### src/rss_pkg.sv
`default_nettype none
package rss_pkg;

    localparam int SLOTS      = 16;
    localparam int SLOT_W     = $clog2(SLOTS);
    localparam int CNT_W      = $clog2(SLOTS + 1);
    localparam int CMP_W      = (CNT_W > 4) ? CNT_W : 4;
    localparam int KIND_W     = 2;
    localparam int IN_SLOT_W  = 4;
    localparam int YIELD_W    = 16;
    localparam int FRAC_W     = 16;
    localparam int TAG_W      = 8;
    localparam int STATUS_W   = 2;
    localparam int SUM_W      = YIELD_W + CNT_W;
    localparam int TGT_W      = SUM_W + FRAC_W;

    localparam logic [KIND_W-1:0] KIND_UPDATE = 2'd0;
    localparam logic [KIND_W-1:0] KIND_REMOVE = 2'd1;
    localparam logic [KIND_W-1:0] KIND_SELECT = 2'd2;

    localparam logic [STATUS_W-1:0] STATUS_UPDATED = 2'd0;
    localparam logic [STATUS_W-1:0] STATUS_CHOSEN  = 2'd1;
    localparam logic [STATUS_W-1:0] STATUS_NONE    = 2'd2;

    typedef enum logic [3:0] {
        ST_IDLE,
        ST_SCAN,
        ST_SDRAIN,
        ST_PROD,
        ST_SUM,
        ST_TARGET,
        ST_WALK,
        ST_WDRAIN,
        ST_FIN
    } state_t;

    // strobes from the sequencer to the arithmetic
    typedef struct packed {
        logic scan_clr;
        logic scan_take;
        logic prod_en;
        logic sum_en;
        logic tgt_en;
        logic cum_clr;
        logic walk_take;
    } ctrl_t;

endpackage
`default_nettype wire

### src/roulette_source_selector.sv
// roulette_source_selector: weighted random choice over a table of sources.
//
// Input channel (in_valid/in_ready) takes one word per item: kind selects
// update (write source_slot's yield and mark it valid), remove (clear the
// slot's valid mark) or select (draw a slot using random_fraction). Every
// word yields exactly one result word on the output channel (out_valid/
// out_ready): echo_tag, chosen_slot and status (updated, chosen, none known).
//
// Sequence: update, remove and unused kinds go straight to the result state.
// A select reads the yield memory once per slot to gather min, max, count
// and sum, steps through the product, sum and target states for the weight
// sum and the roll product (only the first when no slot is valid), then reads
// the memory again until the cumulative weight passes the roll or every slot
// is read. The result loads into the output register once that register is
// empty or being drained. The single read port of the yield memory sets both
// walks. One word is in work at a time; in_ready rises the cycle after the
// result loads.
//
// Reset clears all valid marks; yields hold garbage until written. When the
// receiver stalls, the result waits in the output register and the next word
// is taken and worked on; its result waits until the register frees.
`default_nettype none
module roulette_source_selector (
    input  wire logic                              clk,
    input  wire logic                              rst_n,
    input  wire logic                              in_valid,
    output logic                                   in_ready,
    input  wire logic [rss_pkg::KIND_W-1:0]        kind,
    input  wire logic [rss_pkg::IN_SLOT_W-1:0]     source_slot,
    input  wire logic [rss_pkg::YIELD_W-1:0]       yield_value,
    input  wire logic [rss_pkg::FRAC_W-1:0]        random_fraction,
    input  wire logic [rss_pkg::TAG_W-1:0]         requester_tag,
    output logic                                   out_valid,
    input  wire logic                              out_ready,
    output logic      [rss_pkg::TAG_W-1:0]         echo_tag,
    output logic      [rss_pkg::IN_SLOT_W-1:0]     chosen_slot,
    output logic      [rss_pkg::STATUS_W-1:0]      status
);

    logic                                wr_en;
    logic [rss_pkg::SLOT_W-1:0]          wr_addr;
    logic                                rd_en;
    logic [rss_pkg::SLOT_W-1:0]          rd_addr;
    logic [rss_pkg::YIELD_W-1:0]         rd_data;
    rss_pkg::ctrl_t                      ctl;
    logic                                any;
    logic                                hit;
    logic                                out_free;
    logic                                res_load;
    logic [rss_pkg::STATUS_W-1:0]        res_status;
    logic [rss_pkg::IN_SLOT_W-1:0]       res_slot;
    logic                                in_accept;

    // words captured at acceptance for use while the select runs
    logic [rss_pkg::FRAC_W-1:0]          frac_reg;
    logic [rss_pkg::TAG_W-1:0]           tag_reg;

    // output register
    logic                                out_valid_reg;
    logic [rss_pkg::TAG_W-1:0]           echo_tag_reg;
    logic [rss_pkg::IN_SLOT_W-1:0]       chosen_slot_reg;
    logic [rss_pkg::STATUS_W-1:0]        status_reg;

    assign in_accept   = in_valid && in_ready;
    assign out_free    = !out_valid_reg || out_ready;
    assign out_valid   = out_valid_reg;
    assign echo_tag    = echo_tag_reg;
    assign chosen_slot = chosen_slot_reg;
    assign status      = status_reg;

    rss_ram #(
        .WIDTH (rss_pkg::YIELD_W),
        .DEPTH (rss_pkg::SLOTS)
    ) u_yield_ram (
        .clk     (clk),
        .wr_en   (wr_en),
        .wr_addr (wr_addr),
        .wr_data (yield_value),
        .rd_en   (rd_en),
        .rd_addr (rd_addr),
        .rd_data (rd_data)
    );

    rss_ctrl u_ctrl (
        .clk         (clk),
        .rst_n       (rst_n),
        .in_valid    (in_valid),
        .kind        (kind),
        .source_slot (source_slot),
        .in_ready    (in_ready),
        .wr_en       (wr_en),
        .wr_addr     (wr_addr),
        .rd_en       (rd_en),
        .rd_addr     (rd_addr),
        .ctl         (ctl),
        .any         (any),
        .hit         (hit),
        .out_free    (out_free),
        .res_load    (res_load),
        .res_status  (res_status),
        .res_slot    (res_slot)
    );

    rss_datapath u_datapath (
        .clk     (clk),
        .ctl     (ctl),
        .rd_data (rd_data),
        .frac    (frac_reg),
        .any     (any),
        .hit     (hit)
    );

    // hold the roll and the tag for the whole select
    always_ff @(posedge clk)
    begin
        if (in_accept)
        begin
            frac_reg <= random_fraction;
            tag_reg  <= requester_tag;
        end
        if (res_load)
        begin
            echo_tag_reg    <= tag_reg;
            chosen_slot_reg <= res_slot;
            status_reg      <= res_status;
        end
    end

    // load a result when the register is empty or being drained; drop valid
    // once the receiver takes the word
    always_ff @(posedge clk or negedge rst_n)
    begin
        if (!rst_n)
        begin
            out_valid_reg <= 1'b0;
        end
        else if (res_load)
        begin
            out_valid_reg <= 1'b1;
        end
        else if (out_ready)
        begin
            out_valid_reg <= 1'b0;
        end
    end

endmodule
`default_nettype wire

### src/rss_ram.sv
`default_nettype none
module rss_ram #(
    parameter int WIDTH = 16,
    parameter int DEPTH = 16
) (
    input  wire logic                     clk,
    input  wire logic                     wr_en,
    input  wire logic [$clog2(DEPTH)-1:0] wr_addr,
    input  wire logic [WIDTH-1:0]         wr_data,
    input  wire logic                     rd_en,
    input  wire logic [$clog2(DEPTH)-1:0] rd_addr,
    output logic      [WIDTH-1:0]         rd_data
);

    logic [WIDTH-1:0] mem [DEPTH];

    always_ff @(posedge clk)
    begin
        if (wr_en)
        begin
            mem[wr_addr] <= wr_data;
        end
        if (rd_en)
        begin
            rd_data <= mem[rd_addr];
        end
    end

endmodule
`default_nettype wire

### src/rss_datapath.sv
`default_nettype none
module rss_datapath (
    input  wire logic                           clk,
    input  wire rss_pkg::ctrl_t                 ctl,
    input  wire logic [rss_pkg::YIELD_W-1:0]    rd_data,
    input  wire logic [rss_pkg::FRAC_W-1:0]     frac,
    output logic                                any,
    output logic                                hit
);

    logic [rss_pkg::CNT_W-1:0]   cnt_reg;
    logic [rss_pkg::YIELD_W-1:0] mn_reg;
    logic [rss_pkg::YIELD_W-1:0] mx_reg;
    logic [rss_pkg::SUM_W-1:0]   sumy_reg;
    logic [rss_pkg::SUM_W-1:0]   prod_reg;
    logic                        flat_reg;
    logic [rss_pkg::SUM_W-1:0]   sum_reg;
    logic [rss_pkg::TGT_W-1:0]   target_reg;
    logic [rss_pkg::SUM_W-1:0]   cum_reg;
    logic [rss_pkg::SUM_W-1:0]   weight;
    logic [rss_pkg::SUM_W-1:0]   cum_next;

    // weight numerator: yield above minimum, or one when all yields match
    assign weight   = flat_reg ? rss_pkg::SUM_W'(1)
                               : rss_pkg::SUM_W'(rd_data - mn_reg);
    assign cum_next = cum_reg + weight;
    assign any      = (cnt_reg != '0);
    assign hit      = ctl.walk_take
                      && ({cum_next, rss_pkg::FRAC_W'(0)} > target_reg);

    always_ff @(posedge clk)
    begin
        if (ctl.scan_clr)
        begin
            cnt_reg  <= '0;
            sumy_reg <= '0;
        end
        else if (ctl.scan_take)
        begin
            if ((cnt_reg == '0) || (rd_data < mn_reg))
            begin
                mn_reg <= rd_data;
            end
            if ((cnt_reg == '0) || (rd_data > mx_reg))
            begin
                mx_reg <= rd_data;
            end
            sumy_reg <= sumy_reg + rss_pkg::SUM_W'(rd_data);
            cnt_reg  <= cnt_reg + rss_pkg::CNT_W'(1);
        end

        if (ctl.prod_en)
        begin
            prod_reg <= rss_pkg::SUM_W'(cnt_reg) * rss_pkg::SUM_W'(mn_reg);
            flat_reg <= (mx_reg == mn_reg);
        end

        // sum of (yield - min) is sum of yields less count times min
        if (ctl.sum_en)
        begin
            sum_reg <= flat_reg ? rss_pkg::SUM_W'(cnt_reg) : (sumy_reg - prod_reg);
        end

        if (ctl.tgt_en)
        begin
            target_reg <= rss_pkg::TGT_W'(frac) * rss_pkg::TGT_W'(sum_reg);
        end

        if (ctl.cum_clr)
        begin
            cum_reg <= '0;
        end
        else if (ctl.walk_take)
        begin
            cum_reg <= cum_next;
        end
    end

endmodule
`default_nettype wire

### src/rss_ctrl.sv
`default_nettype none
module rss_ctrl (
    input  wire logic                            clk,
    input  wire logic                            rst_n,
    input  wire logic                            in_valid,
    input  wire logic [rss_pkg::KIND_W-1:0]      kind,
    input  wire logic [rss_pkg::IN_SLOT_W-1:0]   source_slot,
    output logic                                 in_ready,
    output logic                                 wr_en,
    output logic      [rss_pkg::SLOT_W-1:0]      wr_addr,
    output logic                                 rd_en,
    output logic      [rss_pkg::SLOT_W-1:0]      rd_addr,
    output rss_pkg::ctrl_t                       ctl,
    input  wire logic                            any,
    input  wire logic                            hit,
    input  wire logic                            out_free,
    output logic                                 res_load,
    output logic      [rss_pkg::STATUS_W-1:0]    res_status,
    output logic      [rss_pkg::IN_SLOT_W-1:0]   res_slot
);

    rss_pkg::state_t                    state_reg;
    rss_pkg::state_t                    state_next;
    logic [rss_pkg::SLOT_W-1:0]         idx_reg;
    logic [rss_pkg::SLOT_W-1:0]         pidx_reg;
    logic                               dv_reg;
    logic                               pv_reg;
    logic [rss_pkg::SLOTS-1:0]          valid_reg;
    logic [rss_pkg::STATUS_W-1:0]       res_status_reg;
    logic [rss_pkg::IN_SLOT_W-1:0]      res_slot_reg;
    logic                               accept;
    logic [rss_pkg::CMP_W-1:0]          slot_wide;
    logic [rss_pkg::CMP_W-1:0]          pidx_wide;
    logic                               in_range;
    logic [rss_pkg::SLOT_W-1:0]         slot_idx;
    logic                               issuing;
    logic                               last_idx;

    assign accept    = in_valid && (state_reg == rss_pkg::ST_IDLE);
    assign slot_wide = rss_pkg::CMP_W'(source_slot);
    assign in_range  = slot_wide < rss_pkg::CMP_W'(rss_pkg::SLOTS);
    assign slot_idx  = slot_wide[rss_pkg::SLOT_W-1:0];
    assign pidx_wide = rss_pkg::CMP_W'(pidx_reg);
    assign issuing   = (state_reg == rss_pkg::ST_SCAN) || (state_reg == rss_pkg::ST_WALK);
    assign last_idx  = (idx_reg == rss_pkg::SLOT_W'(rss_pkg::SLOTS - 1));
    assign res_status = res_status_reg;
    assign res_slot   = res_slot_reg;

    always_comb
    begin
        state_next = state_reg;
        case (state_reg)
            rss_pkg::ST_IDLE:
            begin
                if (accept)
                begin
                    state_next = (kind == rss_pkg::KIND_SELECT) ? rss_pkg::ST_SCAN
                                                                : rss_pkg::ST_FIN;
                end
            end
            rss_pkg::ST_SCAN:
            begin
                if (last_idx)
                begin
                    state_next = rss_pkg::ST_SDRAIN;
                end
            end
            rss_pkg::ST_SDRAIN: state_next = rss_pkg::ST_PROD;
            rss_pkg::ST_PROD:   state_next = any ? rss_pkg::ST_SUM : rss_pkg::ST_FIN;
            rss_pkg::ST_SUM:    state_next = rss_pkg::ST_TARGET;
            rss_pkg::ST_TARGET: state_next = rss_pkg::ST_WALK;
            rss_pkg::ST_WALK:
            begin
                if (hit)
                begin
                    state_next = rss_pkg::ST_FIN;
                end
                else if (last_idx)
                begin
                    state_next = rss_pkg::ST_WDRAIN;
                end
            end
            rss_pkg::ST_WDRAIN: state_next = rss_pkg::ST_FIN;
            rss_pkg::ST_FIN:
            begin
                if (out_free)
                begin
                    state_next = rss_pkg::ST_IDLE;
                end
            end
            default:            state_next = rss_pkg::ST_IDLE;
        endcase
    end

    always_comb
    begin
        in_ready      = (state_reg == rss_pkg::ST_IDLE);
        wr_en         = accept && (kind == rss_pkg::KIND_UPDATE) && in_range;
        wr_addr       = slot_idx;
        rd_en         = issuing;
        rd_addr       = idx_reg;
        ctl.scan_clr  = accept;
        ctl.scan_take = dv_reg && pv_reg
                        && ((state_reg == rss_pkg::ST_SCAN)
                            || (state_reg == rss_pkg::ST_SDRAIN));
        ctl.prod_en   = (state_reg == rss_pkg::ST_PROD);
        ctl.sum_en    = (state_reg == rss_pkg::ST_SUM);
        ctl.tgt_en    = (state_reg == rss_pkg::ST_TARGET);
        ctl.cum_clr   = (state_reg == rss_pkg::ST_TARGET);
        ctl.walk_take = dv_reg && pv_reg
                        && ((state_reg == rss_pkg::ST_WALK)
                            || (state_reg == rss_pkg::ST_WDRAIN));
        res_load      = (state_reg == rss_pkg::ST_FIN) && out_free;
    end

    always_ff @(posedge clk or negedge rst_n)
    begin
        if (!rst_n)
        begin
            state_reg      <= rss_pkg::ST_IDLE;
            idx_reg        <= '0;
            pidx_reg       <= '0;
            dv_reg         <= 1'b0;
            pv_reg         <= 1'b0;
            valid_reg      <= '0;
            res_status_reg <= rss_pkg::STATUS_UPDATED;
            res_slot_reg   <= '0;
        end
        else
        begin
            state_reg <= state_next;
            idx_reg   <= (issuing && !last_idx) ? idx_reg + rss_pkg::SLOT_W'(1) : '0;
            pidx_reg  <= idx_reg;
            dv_reg    <= issuing;
            pv_reg    <= valid_reg[idx_reg];

            if (accept && in_range && (kind == rss_pkg::KIND_UPDATE))
            begin
                valid_reg[slot_idx] <= 1'b1;
            end
            else if (accept && in_range && (kind == rss_pkg::KIND_REMOVE))
            begin
                valid_reg[slot_idx] <= 1'b0;
            end

            if (accept)
            begin
                res_status_reg <= rss_pkg::STATUS_UPDATED;
                res_slot_reg   <= '0;
            end
            else if ((state_reg == rss_pkg::ST_PROD) && !any)
            begin
                res_status_reg <= rss_pkg::STATUS_NONE;
                res_slot_reg   <= '0;
            end
            else if (hit)
            begin
                res_status_reg <= rss_pkg::STATUS_CHOSEN;
                res_slot_reg   <= pidx_wide[rss_pkg::IN_SLOT_W-1:0];
            end
            else if (state_reg == rss_pkg::ST_WDRAIN)
            begin
                res_status_reg <= rss_pkg::STATUS_NONE;
                res_slot_reg   <= '0;
            end
        end
    end

    a_hit_ends_walk: assert property (@(posedge clk) disable iff (!rst_n)
        hit |=> (state_reg == rss_pkg::ST_FIN)
                && (res_status_reg == rss_pkg::STATUS_CHOSEN))
        else $error("walk hit did not close the select");

    a_scan_length: assert property (@(posedge clk) disable iff (!rst_n)
        (state_reg == rss_pkg::ST_SCAN) && last_idx |=> (state_reg == rss_pkg::ST_SDRAIN))
        else $error("scan did not stop after the last slot");

    a_plain_word_fast: assert property (@(posedge clk) disable iff (!rst_n)
        accept && (kind != rss_pkg::KIND_SELECT) |=> (state_reg == rss_pkg::ST_FIN)
            && (res_status_reg == rss_pkg::STATUS_UPDATED))
        else $error("table word did not go straight to result");

    a_update_marks_valid: assert property (@(posedge clk) disable iff (!rst_n)
        wr_en |=> valid_reg[$past(wr_addr)])
        else $error("update left its slot invalid");

    a_no_take_outside_select: assert property (@(posedge clk) disable iff (!rst_n)
        (ctl.scan_take || ctl.walk_take) |-> !in_ready && !wr_en)
        else $error("slot consumed while idle");

endmodule
`default_nettype wire

### config.mk
export PLATFORM = sky130hd
export DESIGN_NAME = roulette_source_selector
export DESIGN_NICKNAME = d
export VERILOG_FILES = /design/src/rss_pkg.sv /design/src/roulette_source_selector.sv /design/src/rss_ram.sv /design/src/rss_datapath.sv /design/src/rss_ctrl.sv
export SDC_FILE = /design/constraint.sdc
export NUM_CORES = 2
export LEC_CHECK = 0
export ABC_AREA = 1
export BUFFER_PORTS_ARGS = -buffer_cell sky130_fd_sc_hd__buf_2
export CELL_PAD_IN_SITES_DETAIL_PLACEMENT = 0
export CELL_PAD_IN_SITES_GLOBAL_PLACEMENT = 1
export CORE_ASPECT_RATIO = 1.75
export CORE_MARGIN = 8
export CORE_UTILIZATION = 30
export DETAILED_ROUTE_END_ITERATION = 16
export GPL_TIMING_DRIVEN = 0
export PLACE_DENSITY = 0.58
export REMOVE_ABC_BUFFERS = 1
export SLEW_MARGIN = 20
export SYNTH_ARGS = -nofsm -noshare
export SYNTH_HDL_FRONTEND = slang
export SYNTH_HIERARCHICAL = 1
export SYNTH_SLANG_ARGS = --single-unit
### constraint.sdc
create_clock -name clk -period 9.7 [get_ports clk]
set_input_delay 0.485 -clock clk [delete_from_list [all_inputs] [get_ports clk]]
set_output_delay 0.485 -clock clk [all_outputs]
set_load 0.005 [all_outputs]
==> impl_metrics.ini <==
[clocking]
cts_buffers = 55
cts.sinks = 506
path_clk_slew_ns = 0.07
clockRootBuffer = clkbuf_16
post_cts_resized = 0
htree_num_levels = 2
clockBufferDepth = 3
cts_tree = yes
clock_latency_ns = 0.69

[timing]
period_share_pct = 66.2
skew_ns = 0.0531
max_freq_mhz = 156
worst-slew-pin-transition_ns = 1.14
finalSetupViolCount = 0
maxSlewViolCount = 0
hold_viol = 0
rsz0062_at_grt = no
slew_headroom_pct = 23.7
fin_crit_ns = 6.42

[logic_synthesis]
synth_edf_count = 422
syn_avg_cell_area_um2 = 8.38
synthFlopType = edfxtp_1
synth_top_area_share_pct = 32.0
synth_area_mm2 = 0.0397
synth-seq-cells = 506
synthDistinctLibCells = 52
synth_area_leaders = edfxtp_1 (32%), fa_1 (16%), nand2_1 (12%)
yosysTopAreaCell = edfxtp_1
async_flop_share_pct = 7.31
yosysMostFrequentCell = nand2_1
yosys_warnings = 6
seq_area_frac_synth_pct = 36.7
syn_inst = 4733
synth_common_cells = nand2_1 (1,283), inv_1 (1,003), edfxtp_1 (422)

[place]
gp_congestion = 0.850
place_inst = 6342
place_hpwl_mm = 93.7
io_buffers = 65

[routing]
routed_wirelength_mm = 122
detail-route-antenna-nets = 0
viasPerCell = 4.60
first_pass_iters = 7
vias = 29800
wl_per_cell_um = 18.8
drc_errors = 0
drt-initial-drc-count = 1288

[finish]
final_cells = 6477
largest_register_ff_count = 256
n_fill_cell = 13900
drive_gt1_share_pct = 5.73
area_growth_pct = 11.1
fin_nets = 5346
fin_util_pct = 33.6

[critical_path]
end_kind = flip-flop
critPathRequiredTime_ns = 10.08
worstPathMaxFanout = 21
critical_path_arrival_ns = 6.80
worstSetupPathType = reg -> reg
critPathLaunchType = flip-flop

[floorplan]
fp.dieW_um = 291
core_mm2 = 0.131
ioPinCount = 66
start_util_pct = 30.2
dieArea_mm2 = 0.145
rows = 176
die_h_um = 497

[outcome]
status = finished, final reports clean

[global_route]
met3_usage_pct = 1.76
grt-ovfl-total = 0
met2_usage_pct = 35.1
grt_antenna_before_repair = 3
gr-usage-met1_pct = 15.7
busiest_layer = met2
grt_pass1_wl_mm = 185
grt_usage_pct = 16.7
grt_max_degree = 83
first_global_vias = 31400

[hold_path]
hp-class = in -> reg

[job]
maxCapViolCount = 0
-- logic make-up after synthesis --
family | synth area share [%]
compound gates | 5.36
fa+ha+maj | 23.5
flops | 36.7
buf+inv | 11.7
simple gates | 21.2
xor+xnor | 1.52
-- layer usage --
metal,share of wire (%),vias up
met5,0,-
met4,4.5,0
met3,2.8,241
met2,59,515
met1,34,14300
li1,-,14700
-- critical path, cell delays in order, from the launching register on --
cell      delay (ns)
edfxtp_1        1.11
nand2_1         0.10
inv_1           0.12
fa_1            0.49
inv_1           0.10
fa_1            0.44
fa_1            0.51
inv_1           0.06
fa_1            0.49
fa_1            0.50
inv_1           0.06
fa_1            0.57
inv_1           0.08
ha_1            0.36
a21oi_1         0.30
o21ai_0         0.19
a21oi_1         0.26
o21a_1          0.18
nand2_1         0.06
nand2_1         0.05
nand2_1         0.10
-- final cells by class --
class	instances	area [um^2]	share of cell area (%)
clock buffers	73	1520	3.44
repair buffers	122	1110	2.52
flip-flops and latches	506	14600	33.0
inverters	1011	3800	8.63
well taps	1691	2120	4.80
clock inverters	31	319	0.724
multi-input cells	3040	20600	46.8
diodes	3	7.51	0.0170
-- metrics by stage --
stage	cell area (um^2)	setup TNS [ns]	setup slack [ns]	hold WS (ns)
2_1_floorplan	38800	0	4.38	0.189
3_3_place_gp	41300	-0.714	-0.162	0.400
3_5_place_dp	41900	0	3.18	0.406
4_1_cts	44000	0	3.16	0.140
5_1_grt	44100	0	2.93	0.147
6_report	44100	0	3.28	0.176
-- layout by cell type (no fill, tap or decap), types with 13 or more instances in the layout --
| cell | n |
|---|---|
| nand4_1 | 32 |
| fa_1 | 310 |
| a21o_1 | 18 |
| nand2_1 | 1283 |
| clkbuf_16 | 57 |
| o21ai_0 | 98 |
| ha_1 | 250 |
| inv_1 | 999 |
| o21bai_1 | 19 |
| buf_2 | 69 |
| dlygate4sd3_1 | 25 |
| dfrtp_1 | 33 |
| a21oi_1 | 172 |
| nor2_4 | 22 |
| nand3_1 | 343 |
| edfxtp_1 | 422 |
| nor4_1 | 13 |
| nor2_1 | 279 |
| xnor2_1 | 27 |
| dfxtp_1 | 47 |
| nand2_2 | 14 |
| nor3_1 | 23 |
| xor2_1 | 42 |
| clkbuf_1 | 13 |
-- worst paths after layout --
path | start | end | slack (ns) | cells after the start
min in group asynchronous | rst_n | u_ctrl/rd_addr[1]$_DFF_PN0_ | 0.47 | 2
setup reg to reg | frac_reg[5]$_DFFE_PP_ | u_datapath/target_reg[30]$_DFFE_PP_ | 3.28 | 20
max in group asynchronous | rst_n | u_ctrl/rd_addr[2]$_DFF_PN0_ | 8.59 | 2
hold reg to reg | tag_reg[7]$_DFFE_PP_ | echo_tag[7]$_DFFE_PP_ | 0.41 | 0
setup / recovery | frac_reg[5]$_DFFE_PP_ | u_datapath/target_reg[30]$_DFFE_PP_ | 3.28 | 20
hold / removal | yield_value[0] | u_yield_ram/mem[6][0]$_DFFE_PP_ | 0.18 | 1
-- repair_timing --
action                                 CTS  global route
endpoints found under the hold margin   61             0
hold buffers                            25             0
buffers inserted                         0             0
Power is left out: the tool's default activity adds up to more than one toggle a clock period on the data nets, which glitch-free logic cannot reach.
